[src/hw/rtl/mie_pkg.sv]
// ----------------------------------------------------------------------------
// mie_pkg
// Shared constants and types for the modular inverse pipeline.
// ----------------------------------------------------------------------------
package mie_pkg;

  // Extra bits on the signed Bezout coefficient beyond the operand width.
  localparam int unsigned T_GUARD = 2;

  // Control bits that travel with each transaction down the pipeline.
  typedef struct packed {
    logic valid;   // stage holds a live transaction
    logic mod_ok;  // modulus is at least 2
  } ctl_t;

endpackage

[src/hw/rtl/mie_if.sv]


interface mie_out_if #(
  parameter int unsigned WIDTH = 16
);
  logic             valid;
  logic             ready;
  logic [WIDTH-1:0] inverse;
  logic             invertible;

  modport source (output valid, output inverse, output invertible, input ready);
  modport sink   (input valid, input inverse, input invertible, output ready);
endinterface

[src/hw/rtl/mie_final.sv]
// ----------------------------------------------------------------------------
// mie_final
// Gcd check, sign fix of the coefficient and the output register.
// ----------------------------------------------------------------------------
module mie_final #(
  parameter int unsigned WIDTH = 16,
  parameter int unsigned TW    = WIDTH + 2
) (
  input  logic                 clk_i,
  input  logic                 rst_ni,
  input  mie_pkg::ctl_t        ctl_i,
  input  logic [WIDTH-1:0]     m_i,
  input  logic [WIDTH-1:0]     a_i,
  input  logic signed [TW-1:0] ta_i,
  output logic                 adv_o,
  mie_out_if.source            out_o
);
  import mie_pkg::*;

  logic                 valid_q;
  logic [WIDTH-1:0]     inv_q, inv_d;
  logic                 ok_q, ok_d;
  logic signed [TW-1:0] fixed;

  assign adv_o = !valid_q || out_o.ready;

  always_comb begin
    ok_d  = ctl_i.mod_ok && (a_i == WIDTH'(1));
    fixed = ta_i[TW-1] ? (ta_i + TW'(m_i)) : ta_i;
    inv_d = ok_d ? fixed[WIDTH-1:0] : '0;
  end

  always_ff @(posedge clk_i or negedge rst_ni) begin
    if (!rst_ni) begin
      valid_q <= 1'b0;
    end else if (adv_o) begin
      valid_q <= ctl_i.valid;
    end
  end

  always_ff @(posedge clk_i) begin
    if (adv_o) begin
      inv_q <= inv_d;
      ok_q  <= ok_d;
    end
  end

  assign out_o.valid      = valid_q;
  assign out_o.inverse    = inv_q;
  assign out_o.invertible = ok_q;

endmodule

[src/flat_wrapper.sv]
// flat-port wrapper written by rule: the top's interface ports become plain ports
module mie_final_flat import mie_pkg::*;
#(
  parameter int unsigned WIDTH = 16,
  parameter int unsigned TW    = WIDTH + 2
)
  (clk_i, rst_ni, ctl_i, m_i, a_i, ta_i, adv_o, out_o_valid, out_o_inverse, out_o_invertible, out_o_ready);
  mie_out_if #(.WIDTH(WIDTH)) out_o_i ();
  input  logic clk_i;
  input  logic rst_ni;
  input  mie_pkg::ctl_t ctl_i;
  input  logic [WIDTH-1:0] m_i;
  input  logic [WIDTH-1:0] a_i;
  input  logic signed [TW-1:0] ta_i;
  output logic adv_o;
  output wire logic [$bits(out_o_i.valid)-1:0] out_o_valid;
  output wire logic [$bits(out_o_i.inverse)-1:0] out_o_inverse;
  output wire logic [$bits(out_o_i.invertible)-1:0] out_o_invertible;
  input wire logic [$bits(out_o_i.ready)-1:0] out_o_ready;
  assign out_o_valid = out_o_i.valid;
  assign out_o_inverse = out_o_i.inverse;
  assign out_o_invertible = out_o_i.invertible;
  assign out_o_i.ready = out_o_ready;
  mie_final #(.WIDTH(WIDTH), .TW(TW)) u_core (.clk_i(clk_i), .rst_ni(rst_ni), .ctl_i(ctl_i), .m_i(m_i), .a_i(a_i), .ta_i(ta_i), .adv_o(adv_o), .out_o(out_o_i));
endmodule
[config.mk]
export PLATFORM = sky130hd
export DESIGN_NAME = mie_final_flat
export DESIGN_NICKNAME = d
export VERILOG_FILES = /design/src/hw/rtl/mie_pkg.sv /design/src/hw/rtl/mie_if.sv /design/src/hw/rtl/mie_final.sv /design/src/flat_wrapper.sv
export SDC_FILE = /design/constraint.sdc
export NUM_CORES = 1
export LEC_CHECK = 0
export ABC_AREA = 1
export BUFFER_PORTS_ARGS = -buffer_cell sky130_fd_sc_hd__buf_4
export CAP_MARGIN = 20
export CORE_UTILIZATION = 45
export CTS_BUF_LIST = sky130_fd_sc_hd__clkbuf_8
export DETAILED_ROUTE_END_ITERATION = 6
export PLACE_DENSITY = 0.83
export SETUP_SLACK_MARGIN = 0.3
export SLEW_MARGIN = 30
export SYNTH_ARGS = -nofsm -noshare
export SYNTH_HDL_FRONTEND = slang
export SYNTH_SLANG_ARGS = --single-unit
[constraint.sdc]
create_clock -name clk_i -period 1 [get_ports clk_i]
set_input_delay 0.1 -clock clk_i [delete_from_list [all_inputs] [get_ports clk_i]]
set_output_delay 0.1 -clock clk_i [all_outputs]
set_load 0.005 [all_outputs]
==> results by group <==
Outcome
  – Status: complete, but fails checks
  – Failing checks: setup timing

STA
  – RSZ-0062 raised after global routing: yes
  – Final setup skew: 0.00872 ns
  – Setup TNS: -5.30 ns
  – Fin crit period: 1.49 ns
  – Smallest hold slack: 0.0266 ns
  – Slew HR: 0.759
  – Fin. Hold Viols: 0
  – Fin crit share: 1.49
  – Worst-Margin Slew: 0.362 ns
  – Max Slew Vio Count: 0
  – Fmax: 672 MHz
  – Post-route setup slack: -0.488 ns
  – Final setup viols: 23

Clocking
  – TritonCTS Buffers: 3
  – CTS tree: yes
  – Clk sinks: 18
  – Root buf cell: clkbuf_8
  – Clk_lat worst skew: between 0.2 and 0.3 ns
  – Clk buf depth: 2
  – CTS H-tree depth: 1
  – Clock-pin transition on the worst setup and hold timing paths: 0.07 ns

Route
  – Number of vias per cell: between 5 and 6
  – Routed WL: 7.68 mm
  – DRC errors left: 0
  – DR pass1 iterations: 6
  – DR iter-0 viols: 280
  – DR WL/cell: approximately 18 µm
  – Vias: around 2400
  – ANT nets after route: 0

Floorplanning
  – FP Rows: 22
  – Die area: 4310 µm²
  – Boundary pin count: 74
  – Initial Util: 0.483
  – Die H: 65.6 µm
  – Area of the core: 3770 µm²
  – DIE WIDTH: between 60 and 70 µm

Final layout
  – Finished Layout Cells: 431
  – Layout cells sized above 1: 0.496
  – Most frequent cells in the layout: buf_4, nand2_1, inv_1, buf_6, nand2_2
  – Fillcell total: 189
  – Commonest non-fill, non-tap cell in the layout: buf_4
  – Final Cell Area: 3280 µm²
  – Area grow syn2layout: 79.9%
  – Fin nets: around 460
  – Ant diodes: 0

Pwr
  – Register share of total power: 0.295
  – Max VDD drop: around 0.53 mV
  – Pwr dens: 916 nW/µm²
  – Net load switching power: 1060 µW
  – Lkg Pwr: 0.00169 µW
  – Combinational group share of total power: 0.490
  – P_int: 1950 µW
  – Switching share of power: 0.351
  – Clk pwr share: 0.215

Critical path
  – Critical path arrival: 1.51 ns
  – CP max FO: 3
  – Crit start category: input pin
  – Crit path required time: 1.03 ns
  – CP Capture Type: register
  – Crit path kind: in -> reg

Placed design
  – Placed Instances: 411
  – Cell Area, Placed: 2690 µm²
  – Port buffer count: 72
  – DP Wirelength: slightly above 4 mm
  – Pre-CTS WS: -0.713 ns
  – GP Congestion: 0.889

Synthesis
  – Gate Count Post-Synth: roughly 280
  – Top-area cell type share of the netlist area: 0.280
  – Distinct cells, synth: 27
  – Syn nets: 348
  – Yosys reg bits: 18
  – Mapped cell area: 1820 µm²
  – Top post-synthesis cells by area: edfxtp_1, nand2_1, inv_1
  – Cell taking the most area after synthesis: edfxtp_1
  – Part of the Yosys area used for sequential elements: 0.294
  – Syn avg cell area: 6.58 µm²
  – Synth Warn #: 0

GRT
  – Remaining Overflow, GRT: 0
  – First-pass GRT wire length: 10.2 mm
  – Number of global-route vias before repair: roughly 2200
  – Pin count of the biggest net entering global routing: 32
  – Global Route Usage Sum: 0.316
  – Initial antenna violation count: 0

Run
  – Max Cap Viol: 0

Min path
  – Hold Path Class: in -> reg
==> worst max-delay path: stages <==
cell and delay, ns:
buf_6 0.10, ha_4 0.15, fa_2 0.35, nand2_2 0.08, nand2_2 0.07, and2_4 0.17
nand2_2 0.06, nand2_2 0.05, xnor2_1 0.17, nand2_1 0.10, nand2_1 0.07, inv_1 0.03
==> through the flow <==
stage / power, µW / util
2_1_floorplan: 1460 / -
3_3_place_gp: 1890 / 0.712
3_5_place_dp: 1920 / 0.712
4_1_cts: 2750 / 0.828
5_1_grt: 3120 / 0.869
6_report: 3000 / 0.869
==> logic make-up (layout without fill, tap and decap cells) <==
kind of cell,count (synthesis),after routing,synth area share
flops,18,18,0.294
fa+ha+maj,16,16,0.114
xor+xnor,5,5,0.0240
buf+inv,58,164,0.125
simple gates,163,163,0.388
compound gates,17,17,0.0549
==> cells in the mapped netlist (all sizes together) <==
master / n
a211oi: 1
a21oi: 11
and2: 1
buf: 3
clkbuf: 1
dfrtp: 1
edfxtp: 17
fa: 1
ha: 15
inv: 54
nand2: 95
nand3: 23
nand3b: 2
nand4: 1
nor2: 34
nor3: 3
nor3b: 2
o211ai: 3
o21ai: 2
or2: 2
xnor2: 4
xor2: 1
==> sequential cells by signal, indices dropped and copies added (netlist names) <==
| name | count |
|---|---|
| u_core.out_o.invertible | 1 |
| u_core.out_o.valid | 1 |
| u_core.out_o.inverse | 16 |
==> timing repair <==
| action | in CTS | in global routing |
|---|---|---|
| hold buffers | 1 | 0 |
| pin swaps | 31 | 19 |
| cloned | 1 | 0 |
| resized for setup | 67 | 30 |
| buffers inserted | 7 | 7 |
| setup endpoints to repair | 54 | 54 |
| endpoints found under the hold margin | 1 | 0 |
==> power by group through the flow <==
stage | registers [µW] | logic (µW) | clock network (µW)
after floorplan | 896 | 564 | 0
after global placement | 892 | 997 | 0
after detailed placement | 894 | 1030 | 0
after CTS | 881 | 1260 | 613
after global routing | 889 | 1560 | 664
final | 886 | 1470 | 644
==> layer usage <==
layer / wire (µm) / vias to the layer above / share of wire / track usage
met5: 0 / - / 0 / 0
met2: 3880 / 189 / 0.50 / 0.597
li1: - / 1075 / - / -
met3: 638 / 47 / 0.083 / 0.0399
met1: 2800 / 1080 / 0.36 / 0.355
met4: 366 / 0 / 0.048 / 0.111
==> path summary, 6_finish.rpt <==
| kind | start | to | slack, ns | depth (start not counted) |
|---|---|---|---|---|
| max | ta_i[0] | u_core.out_o.inverse[8] | -0.49 | 12 |
| min | ctl_i[1] | u_core.out_o.valid | 0.03 | 3 |
| max reg2reg | u_core.out_o.valid | u_core.out_o.inverse[10] | -0.01 | 2 |
| min reg2reg | u_core.out_o.valid | u_core.out_o.inverse[8] | 0.80 | 2 |
| max in group asynchronous | rst_ni | u_core.out_o.valid | 0.78 | 2 |
| min in group asynchronous | rst_ni | u_core.out_o.valid | 0.14 | 2 |
==> area by class of cell <==
class                      instances  area (µm²)  share of cell area
clock buffer                       4        55.1              0.0168
inverter                          54         205              0.0626
multi-input combinational        201        1480               0.451
sequential                        18         536               0.163
tap                               48        60.1              0.0183
timing repair buffer             106         942               0.288
(Power assumes the default switching activity.)
