[src/hw/rtl/mie_pkg.sv]
// ----------------------------------------------------------------------------
// mie_pkg
// Shared constants and types for the modular inverse pipeline.
// ----------------------------------------------------------------------------
package mie_pkg;

  // Extra bits on the signed Bezout coefficient beyond the operand width.
  localparam int unsigned T_GUARD = 2;

  // Control bits that travel with each transaction down the pipeline.
  typedef struct packed {
    logic valid;   // stage holds a live transaction
    logic mod_ok;  // modulus is at least 2
  } ctl_t;

endpackage

[src/hw/rtl/mie_step.sv]
// ----------------------------------------------------------------------------
// mie_step
// One registered Euclid step: swap, subtract an aligned multiple of b, or hold once b is zero.
// ----------------------------------------------------------------------------
module mie_step #(
  parameter int unsigned WIDTH = 16,
  parameter int unsigned TW    = WIDTH + 2
) (
  input  logic                 clk_i,
  input  logic                 rst_ni,
  input  logic                 en_i,
  input  mie_pkg::ctl_t        ctl_i,
  input  logic [WIDTH-1:0]     m_i,
  input  logic [WIDTH-1:0]     a_i,
  input  logic [WIDTH-1:0]     b_i,
  input  logic signed [TW-1:0] ta_i,
  input  logic signed [TW-1:0] tb_i,
  output mie_pkg::ctl_t        ctl_o,
  output logic [WIDTH-1:0]     m_o,
  output logic [WIDTH-1:0]     a_o,
  output logic [WIDTH-1:0]     b_o,
  output logic signed [TW-1:0] ta_o,
  output logic signed [TW-1:0] tb_o
);
  import mie_pkg::*;

  localparam int unsigned LW = (WIDTH > 2) ? $clog2(WIDTH) : 1;

  function automatic logic [LW-1:0] msb_pos(input logic [WIDTH-1:0] x);
    logic [LW-1:0] pos;
    pos = '0;
    for (int i = 0; i < WIDTH; i++) begin
      if (x[i]) pos = LW'(i);
    end
    return pos;
  endfunction

  ctl_t                 ctl_q;
  logic [WIDTH-1:0]     m_q, a_q, a_d, b_q, b_d;
  logic signed [TW-1:0] ta_q, ta_d, tb_q, tb_d;
  logic [LW-1:0]        lead_gap;
  logic [LW-1:0]        shamt;
  logic [WIDTH-1:0]     b_sh;
  logic                 fits;

  always_comb begin
    lead_gap = msb_pos(a_i) - msb_pos(b_i);
    b_sh     = b_i << lead_gap;
    fits     = (b_sh <= a_i);
    shamt    = fits ? lead_gap : (lead_gap - LW'(1));
    a_d      = a_i;
    b_d      = b_i;
    ta_d     = ta_i;
    tb_d     = tb_i;
    if (b_i == '0) begin
      // finished: hold
    end else if (a_i < b_i) begin
      a_d  = b_i;
      b_d  = a_i;
      ta_d = tb_i;
      tb_d = ta_i;
    end else begin
      a_d  = a_i - (fits ? b_sh : (b_sh >> 1));
      ta_d = ta_i - (tb_i <<< shamt);
    end
  end

  always_ff @(posedge clk_i or negedge rst_ni) begin
    if (!rst_ni) begin
      ctl_q <= '0;
    end else if (en_i) begin
      ctl_q <= ctl_i;
    end
  end

  always_ff @(posedge clk_i) begin
    if (en_i) begin
      m_q  <= m_i;
      a_q  <= a_d;
      b_q  <= b_d;
      ta_q <= ta_d;
      tb_q <= tb_d;
    end
  end

  assign ctl_o = ctl_q;
  assign m_o   = m_q;
  assign a_o   = a_q;
  assign b_o   = b_q;
  assign ta_o  = ta_q;
  assign tb_o  = tb_q;

endmodule

[config.mk]
export PLATFORM = sky130hd
export DESIGN_NAME = mie_step
export DESIGN_NICKNAME = d
export VERILOG_FILES = /design/src/hw/rtl/mie_pkg.sv /design/src/hw/rtl/mie_step.sv
export SDC_FILE = /design/constraint.sdc
export NUM_CORES = 1
export LEC_CHECK = 0
export BUFFER_PORTS_ARGS = -buffer_cell sky130_fd_sc_hd__clkbuf_2
export CAP_MARGIN = 10
export CORE_MARGIN = 5
export CORE_UTILIZATION = 61
export CTS_CLUSTER_SIZE = 8
export DETAILED_ROUTE_END_ITERATION = 12
export PLACE_DENSITY = 0.95
export RECOVER_POWER = 100
export SETUP_SLACK_MARGIN = 0.2
export SLEW_MARGIN = 20
export SYNTH_ARGS = -nofsm -noshare
export SYNTH_HDL_FRONTEND = slang
export SYNTH_SLANG_ARGS = --single-unit
[constraint.sdc]
create_clock -name clk_i -period 1.8 [get_ports clk_i]
set_input_delay 0.45 -clock clk_i [delete_from_list [all_inputs] [get_ports clk_i]]
set_output_delay 0.45 -clock clk_i [all_outputs]
set_load 0.005 [all_outputs]
==> results.txt, run 1 <==
Main synth FF type: edfxtp_1
Hold-fix buffers at CTS: 1
I/O pin cnt: 175
Synth area leaders: edfxtp_1 32%, ha_1 11%, mux2i_1 6.4%
Post-CTS setup buffer count: 40
CTS buffer count: 9
Starting Density: 62.5%
Post-Syn Area: 7950 µm²
Post-Syn Nets: 1036
PortBufs: 174
Synth top area share: 31.7%
FF+latch count, synth: 86
Synth Area in Compound Gates: 18.6%
Async SR Flop Fraction: 2.33%
Mean post-synth cell area: 9.07 µm²
Die Wd: 124 µm
Error: [ERROR DPL-0038] Utilization greater than 100%, impossible to legalize
Post-Synth Adder-Cell Area: 11.3%
PostCTS Resize Cnt: 182
Die Y-Extent: 124 µm
Register area share after synthesis: 32.3%
Post-synth EDFFs: 84
Clock root buffer: clkbuf_16
Xor and xnor fraction of the mapped netlist area: 3.63%
CTS max path bufs: 2
Simple-gate share of the synthesized area: 15.4%
Status: stopped before the end
Stage reached: 4_1_cts
Mapped Cells: 877
Detailed placement HPWL: 29600 µm
RePlAce Congestion: 1.07
Yosys top cell by area: edfxtp_1
Most frequent cell after synthesis: nand2_1
Unique cell type count in the Yosys netlist: 68
Commonest cells in the netlist: 106 x nand2_1, 84 x edfxtp_1, 79 x a21oi_1, 74 x nor2_1, 67 x ha_1
Mux cell area share after synthesis: 14.5%
CTS sink count: 86
Largest family of logic cells by synthesized area: compound AO/OA/AOI/OAI gates
CTS H-tree depth: 3
FP Rows: 41
Yosys warns: 0
DP Area: 11300 µm²
Setup WS pre-CTS: -6.25 ns
## stage by stage
stage | hold WS, ns | instances
after global placement | 0.236 | 1438
after detailed placement | 0.246 | 1438
after floorplan | 0.154 | 877
## cell families after synthesis
kind of cell             after synthesis
AND/OR/NAND/NOR                      273
AO/OA/AOI/OAI                        235
multiplexers                          97
buffers and inverters                 86
flip-flops                            86
adder cells (fa/ha/maj)               70
XOR/XNOR                              30
==> run 2: changes to the inputs <==
--- a/config.mk
+++ b/config.mk
@@ -8,12 +8,10 @@
 export BUFFER_PORTS_ARGS = -buffer_cell sky130_fd_sc_hd__clkbuf_2
 export CAP_MARGIN = 10
 export CORE_MARGIN = 5
-export CORE_UTILIZATION = 61
-export CTS_CLUSTER_SIZE = 8
+export CORE_UTILIZATION = 40
 export DETAILED_ROUTE_END_ITERATION = 12
-export PLACE_DENSITY = 0.95
+export PLACE_DENSITY_LB_ADDON = 0.15
 export RECOVER_POWER = 100
-export SETUP_SLACK_MARGIN = 0.2
 export SLEW_MARGIN = 20
 export SYNTH_ARGS = -nofsm -noshare
 export SYNTH_HDL_FRONTEND = slang
==> run 2 against run 1 <==
The flow now finishes, with violations (setup timing). Synthesized cell count stayed put. Synthesized area stayed put.
==> results.txt, run 2 <==
Status: finished, violations left
Failing checks: setup timing
Worst Setup Start Kind: input pin
Hold WS: 0.267 ns
Final Critical Period: 7.27 ns
Max-slew violations: 0
Mapped Cells: 877 (unchanged)
Critical Path RT: 1.90 ns
Synth top area share: 31.7% (unchanged)
CTS H-tree depth: 3 (unchanged)
Hold Vio Cnt, Final: 0
RSZ-0062 raised after global routing: true
Net switching power: 7.22 mW
# Max-Cap Violations: 0
Comb pwr share: 73.4%
Vias/cell: 5.32
Grt total ovfl: 0
Main synth FF type: edfxtp_1
DRT Pass-1 Iters: 5
Die Y-Extent: 151 µm (+22%)
Crit Path Class: input pin to register
Synth area leaders: edfxtp_1 32%, ha_1 11%, mux2i_1 6.4%
Register area share after synthesis: 32.3% (unchanged)
RePlAce Congestion: 0.969 (-9.4%)
Max transition margin: 34.7%
Mean post-synth cell area: 9.07 µm² (unchanged)
Filler cells: 1645
Routed WL: 30100 µm
Area Overhead vs Synth: 65.3%
Largest net degree at the start of global routing: 31
Most frequent cell after synthesis: nand2_1
DRC: 0
Pleak: 5.94 nW
Post-Syn Area: 7950 µm² (unchanged)
Setup Skew: 0 ns
Yosys warns: 0 (unchanged)
Initial antenna violation count: 0
First-pass GRT wire length: 44400 µm
Commonest cells in the netlist: 106 x nand2_1, 84 x edfxtp_1, 79 x a21oi_1, 74 x nor2_1, 67 x ha_1
Clock root buffer: clkbuf_16
Placed cells: 1556 (+8.2%)
Most frequent cells in the layout: 273 x buf_4, 111 x clkbuf_2, 93 x nand2_1
Worst-Skew Late Latency: 0.35 ns
Fin crit share: 404%
Detailed placement HPWL: 23100 µm (-22%)
Post-Syn Nets: 1036 (unchanged)
Setup-failing EPs final: 68
Via count: 8600
Hold/Removal Path Class: input pin to register
Unique cell type count in the Yosys netlist: 68 (unchanged)
Core area: 19500 µm²
Vias in the first global route: 8185
CTS sink count: 86 (unchanged)
Final WS setup: -5.47 ns
GRT Util Overall: 25.3%
CTS buffer count: 9 (unchanged)
Most common cell after layout, fill and taps aside: buf_4
CTS max path bufs: 2 (unchanged)
Post-route insts no fill: 1617
Starting Density: 40.7% (-22 points)
Multi-input gate area in the final layout: 6160 µm²
WL per Instance: 18.6 µm
Worst-path fanout max: 5
Drt initial violations: 775
Die area: 22800 µm²
CP delay by family, top: compound AO/OA/AOI/OAI gates
PortBufs: 174 (unchanged)
Fin nets: 1506
Ratio of cells with drive above 1 in the final layout: 49.4%
Storage cell area: 2570 µm²
Measured slew at the worst slew-check pin: 0.980 ns
Die Wd: 151 µm (+22%)
I/O pin cnt: 175 (unchanged)
Crit end category: register
FMAX: 138 MHz
Maximum VDD drop: 0.554 mV
Worst path slowest cell: fa_2
Crit path DAT: 7.37 ns
Tot Pwr: 18.0 mW
Power per cell area: 1370 nW/µm²
Critical path buffer and inverter count: 6
Yosys top cell by area: edfxtp_1
Critical path's largest stage delay: 0.55 ns
Ant. Diodes: 0
CTS tree: done
Internal cell power: 10.7 mW
Async SR Flop Fraction: 2.33% (unchanged)
Sw frac: 40.2%
Clk network pwr share: 11.1%
Post-synth EDFFs: 84 (unchanged)
FP Rows: 51 (+24%)
FF+latch count, synth: 86 (unchanged)
Sequential Power Share: 15.6%
Routed Antenna Nets: 0
Clock Pin Slew Worst Setup and Hold Paths: 0.07 ns
==> run 2: metrics by stage <==
stage	utilization [%]	TNS [ns]	instance area [µm²]	setup WS, ns
floorplan	-	-171.31	8440	-5.24
global placement	59.4	-209.62	11600	-5.78
detailed placement	59.4	-209.61	11600	-5.81
CTS	64.9	-176.89	12700	-5.31
global route	67.3	-191.97	13100	-5.83
finish	67.3	-177.11	13100	-5.47
==> run 2: worst paths after layout <==
kind	from	end	slack, ns	cells past startpoint
min reg2reg	ctl_o[1]$_DFFE_PN0P_	ctl_o[1]$_DFFE_PN0P_	0.51	1
min	m_i[10]	m_o[10]$_DFFE_PP_	0.27	1
min in group asynchronous	rst_ni	ctl_o[0]$_DFFE_PN0P_	0.44	2
max	b_i[2]	ta_o[17]$_DFFE_PP_	-5.47	38
max in group asynchronous	rst_ni	ctl_o[1]$_DFFE_PN0P_	1.22	2
max reg2reg	ctl_o[0]$_DFFE_PN0P_	ctl_o[0]$_DFFE_PN0P_	1.04	1
==> run 2: logic make-up after synthesis <==
group | share of synthesized area, %
buffers and inverters | 4.25
multiplexers | 14.5
flip-flops | 32.3
AO/OA/AOI/OAI | 18.6
adder cells (fa/ha/maj) | 11.3
XOR/XNOR | 3.63
AND/OR/NAND/NOR | 15.4
==> run 2: per-layer routing <==
metal	vias up	wire length (µm)	GRT usage [%]
li1	4212	-	-
met2	273	13600	39.3
met3	25	2080	4.19
met5	-	0	0
met4	0	331	5.03
met1	4090	14000	37.2
==> run 2: layout make-up <==
cell class | instances | share of cell area (%)
sequential | 86 | 19.6
timing repair buffer | 497 | 27.3
multi-input combinational | 705 | 46.9
clock inverter | 7 | 0.600
inverter | 48 | 1.44
tap | 265 | 2.52
clock buffer | 9 | 1.71
==> run 2: timing repair <==
action | 4_1_cts | 5_1_grt
resized for setup | 99 | 106
cloned | 2 | 1
hold endpoints to repair | 2 | 0
pin swaps | 51 | 69
setup buffers | 27 | 16
hold buffers | 1 | 0
endpoints found under the setup margin | 68 | 68
==> run 2: power groups by stage <==
stage	Combinational, mW	Sequential (mW)	Clock [mW]
2_1_floorplan	6.25	2.89	0
3_3_place_gp	10.5	2.83	0
3_5_place_dp	10.6	2.85	0
4_1_cts	11.9	2.81	2.00
5_1_grt	14.2	2.83	2.14
6_report	13.2	2.80	1.98
Note: power is estimated with default switching activity, not from simulation.
==> run 3: changes to the inputs <==
--- a/config.mk
+++ b/config.mk
@@ -5,6 +5,7 @@
 export SDC_FILE = /design/constraint.sdc
 export NUM_CORES = 1
 export LEC_CHECK = 0
+export ABC_AREA = 1
 export BUFFER_PORTS_ARGS = -buffer_cell sky130_fd_sc_hd__clkbuf_2
 export CAP_MARGIN = 10
 export CORE_MARGIN = 5
==> run 3 against run 2 <==
The run still ends with setup timing left. Critical path depth grew 8. Final area increased by 4.4%. Worst setup slack better by 0.51 ns. Global-route usage up 3.2 points. Via count rose by 12%. Maximum frequency up 7.5%.
==> results.txt, run 3 <==
Most frequent cells in the layout: 274 x buf_4, 206 x nand2_1, 112 x clkbuf_2
Crit Path Class: input pin to register
Clock Pin Slew Worst Setup and Hold Paths: 0.07 ns (about the same)
Fin crit share: 376% (-28 points)
RSZ-0062 raised after global routing: true
Worst Setup Start Kind: input pin
Grt total ovfl: 0 (unchanged)
Post-route cell area: 13700 µm² (+4.4%)
Yosys warns: 0 (unchanged)
FP Rows: 50 (-2.0%)
Vias in the first global route: 8919 (+9.0%)
Starting Density: 40.9% (+0.15 points)
FMAX: 148 MHz (+7.5%)
Setup TNS Final: -160.53 ns (+16.58 ns)
Maximum VDD drop: 0.640 mV (+16%)
Synth top area share: 32.9% (+1.2 points)
Die Wd: 148 µm (-1.7%)
I/O pin cnt: 175 (unchanged)
Area Overhead vs Synth: 78.9%
Hold Vio Cnt, Final: 0 (unchanged)
Initial antenna violation count: 0 (unchanged)
Final Critical Period: 6.76 ns (-0.510 ns)
Max transition margin: 53.2% (+19 points)
Storage cell area: 2570 µm² (unchanged)
Hold/Removal Path Class: input pin to register
CP most frequent cell: nand2_1
CTS tree: done
Worst-path fanout max: 13 (+8)
First-pass GRT wire length: 48900 µm (+10%)
Routed WL: 34500 µm (+15%)
Unique cell type count in the Yosys netlist: 49 (-28%)
# Max-Cap Violations: 0 (unchanged)
Power per cell area: 1430 nW/µm² (+4.8%)
Setup Skew: 0 ns (unchanged)
Vias/cell: 5.51 (+3.5%)
Mapped Cells: 1008 (+15%)
Die Y-Extent: 148 µm (-1.7%)
Async SR Flop Fraction: 2.33% (unchanged)
Post-Syn Nets: 1167 (+13%)
Critical path's largest stage delay: 0.49 ns (-0.06 ns)
Most frequent cell after synthesis: nand2_1
FF+latch count, synth: 86 (unchanged)
WL per Instance: 19.8 µm (+6.5%)
PortBufs: 174 (unchanged)
Failing checks: setup timing
Crit end category: register
Final WS setup: -4.96 ns (+0.510 ns)
Ant. Diodes: 0 (unchanged)
Drt initial violations: 947 (+22%)
Most common cell after layout, fill and taps aside: buf_4
Commonest cells in the netlist: 266 x nand2_1, 110 x inv_1, 108 x o21ai_0, 84 x edfxtp_1, 67 x ha_1
Post-synth EDFFs: 84 (unchanged)
Synth area leaders: edfxtp_1 33%, nand2_1 13%, ha_1 11%
Worst path slowest cell: ha_2
Via count: 9604 (+12%)
CTS H-tree depth: 3 (unchanged)
Main synth FF type: edfxtp_1
Worst-Skew Late Latency: 0.34 ns (about the same)
Routed Antenna Nets: 0 (unchanged)
Die area: 22100 µm² (-3.3%)
RePlAce Congestion: 0.991 (+2.2%)
Multi-input gate area in the final layout: 5980 µm² (-2.9%)
Critical Path RT: 1.88 ns (-0.02 ns)
Status: finished, violations left
CTS buffer count: 9 (unchanged)
DRC: 0 (unchanged)
Crit path DAT: 6.84 ns (-0.53 ns)
Fin nets: 1664 (+10%)
Pleak: 6.32 nW (+6.4%)
CTS max path bufs: 2 (unchanged)
Register area share after synthesis: 33.5% (+1.2 points)
R2R setup slack: 1.06 ns (+0.02 ns)
Setup-failing EPs final: 68 (unchanged)
Largest net degree at the start of global routing: 33 (+6.5%)
DP Area: 11000 µm² (-4.7%)
Detailed placement HPWL: 24100 µm (+4.4%)
Measured slew at the worst slew-check pin: 0.695 ns (-0.285 ns)
Ratio of cells with drive above 1 in the final layout: 50.5% (+1.1 points)
Yosys top cell by area: edfxtp_1
Filler cells: 1333 (-19%)
DRT Pass-1 Iters: 6 (+1)
Core area: 18800 µm² (-3.9%)
Mean post-synth cell area: 7.61 µm² (-16%)
Max-slew violations: 0 (unchanged)
CTS sink count: 86 (unchanged)
GRT Util Overall: 28.5% (+3.2 points)
Clock root buffer: clkbuf_16
Post-Syn Area: 7670 µm² (-3.5%)
-- run 3: layout make-up --
| class | count | share of cell area, % |
|---|---|---|
| repair buffers | 524 | 29.5 |
| well taps | 234 | 2.13 |
| clock inverters | 4 | 0.401 |
| flip-flops and latches | 86 | 18.7 |
| repair inverters | 1 | 0.0638 |
| inverters | 116 | 3.69 |
| multi-input cells | 767 | 43.6 |
| clock buffers | 12 | 1.87 |
-- run 3: critical path, delay by kind of cell --
family | cells | cell delay (ns)
buffers and inverters | 6 | 0.66
AND/OR/NAND/NOR | 19 | 1.89
adder cells (fa/ha/maj) | 3 | 1.08
multiplexers | 1 | 0.24
AO/OA/AOI/OAI | 16 | 2.36
XOR/XNOR | 1 | 0.15
-- run 3: power by group --
part	switching [mW]	total, mW	internal (mW)
combinational	7.65	14.9	7.22
clock	0.785	1.94	1.16
sequential	0.106	2.83	2.72
-- run 3: timing repair --
item,CTS,global route
pin swaps,83,76
setup buffers,46,26
hold buffers,1,0
hold endpoints to repair,2,0
resized for setup,298,162
setup endpoints to repair,68,68
cloned,11,1
-- run 3: logic make-up (layout without fill, tap and decap cells) --
logic type | Yosys count | count (layout) | share of synthesized area, %
AND/OR/NAND/NOR | 401 | 401 | 22.0
multiplexers | 11 | 11 | 1.47
adder cells (fa/ha/maj) | 70 | 70 | 11.7
flip-flops | 86 | 86 | 33.5
buffers and inverters | 155 | 657 | 8.28
AO/OA/AOI/OAI | 257 | 257 | 19.5
XOR/XNOR | 28 | 28 | 3.44
-- run 3: layer usage --
layer	GRT usage (%)	share of wire [%]	vias to the layer above
li1	-	-	4538
met1	40.0	42	4493
met2	43.7	44	488
met3	6.95	11	85
met4	8.18	3.1	0
met5	0	0	-
-- run 3: path summary, 6_finish.rpt --
| kind | cells past startpoint | to | from |
|---|---|---|---|
| worst max-delay path | 46 | ta_o[15]$_DFFE_PP_ | b_i[3] |
| worst min-delay path | 1 | m_o[9]$_DFFE_PP_ | m_i[9] |
| worst max register to register | 1 | ctl_o[1]$_DFFE_PN0P_ | ctl_o[1]$_DFFE_PN0P_ |
| worst min register to register | 1 | ctl_o[0]$_DFFE_PN0P_ | ctl_o[0]$_DFFE_PN0P_ |
| max in group asynchronous | 2 | ctl_o[0]$_DFFE_PN0P_ | rst_ni |
| min in group asynchronous | 2 | ctl_o[1]$_DFFE_PN0P_ | rst_ni |
-- run 3: metrics by stage --
stage | utilization (%) | power, mW | hold WS [ns] | setup slack (ns) | std cells
2_1_floorplan | - | 8.79 | 0.154 | -4.48 | 1008
3_3_place_gp | 58.9 | 13.2 | 0.237 | -5.11 | 1662
3_5_place_dp | 58.9 | 13.3 | 0.238 | -5.25 | 1662
4_1_cts | 69.2 | 17.2 | 0.269 | -4.51 | 1727
5_1_grt | 73.1 | 20.8 | 0.269 | -5.35 | 1744
6_report | 73.1 | 19.6 | 0.277 | -4.96 | 1744
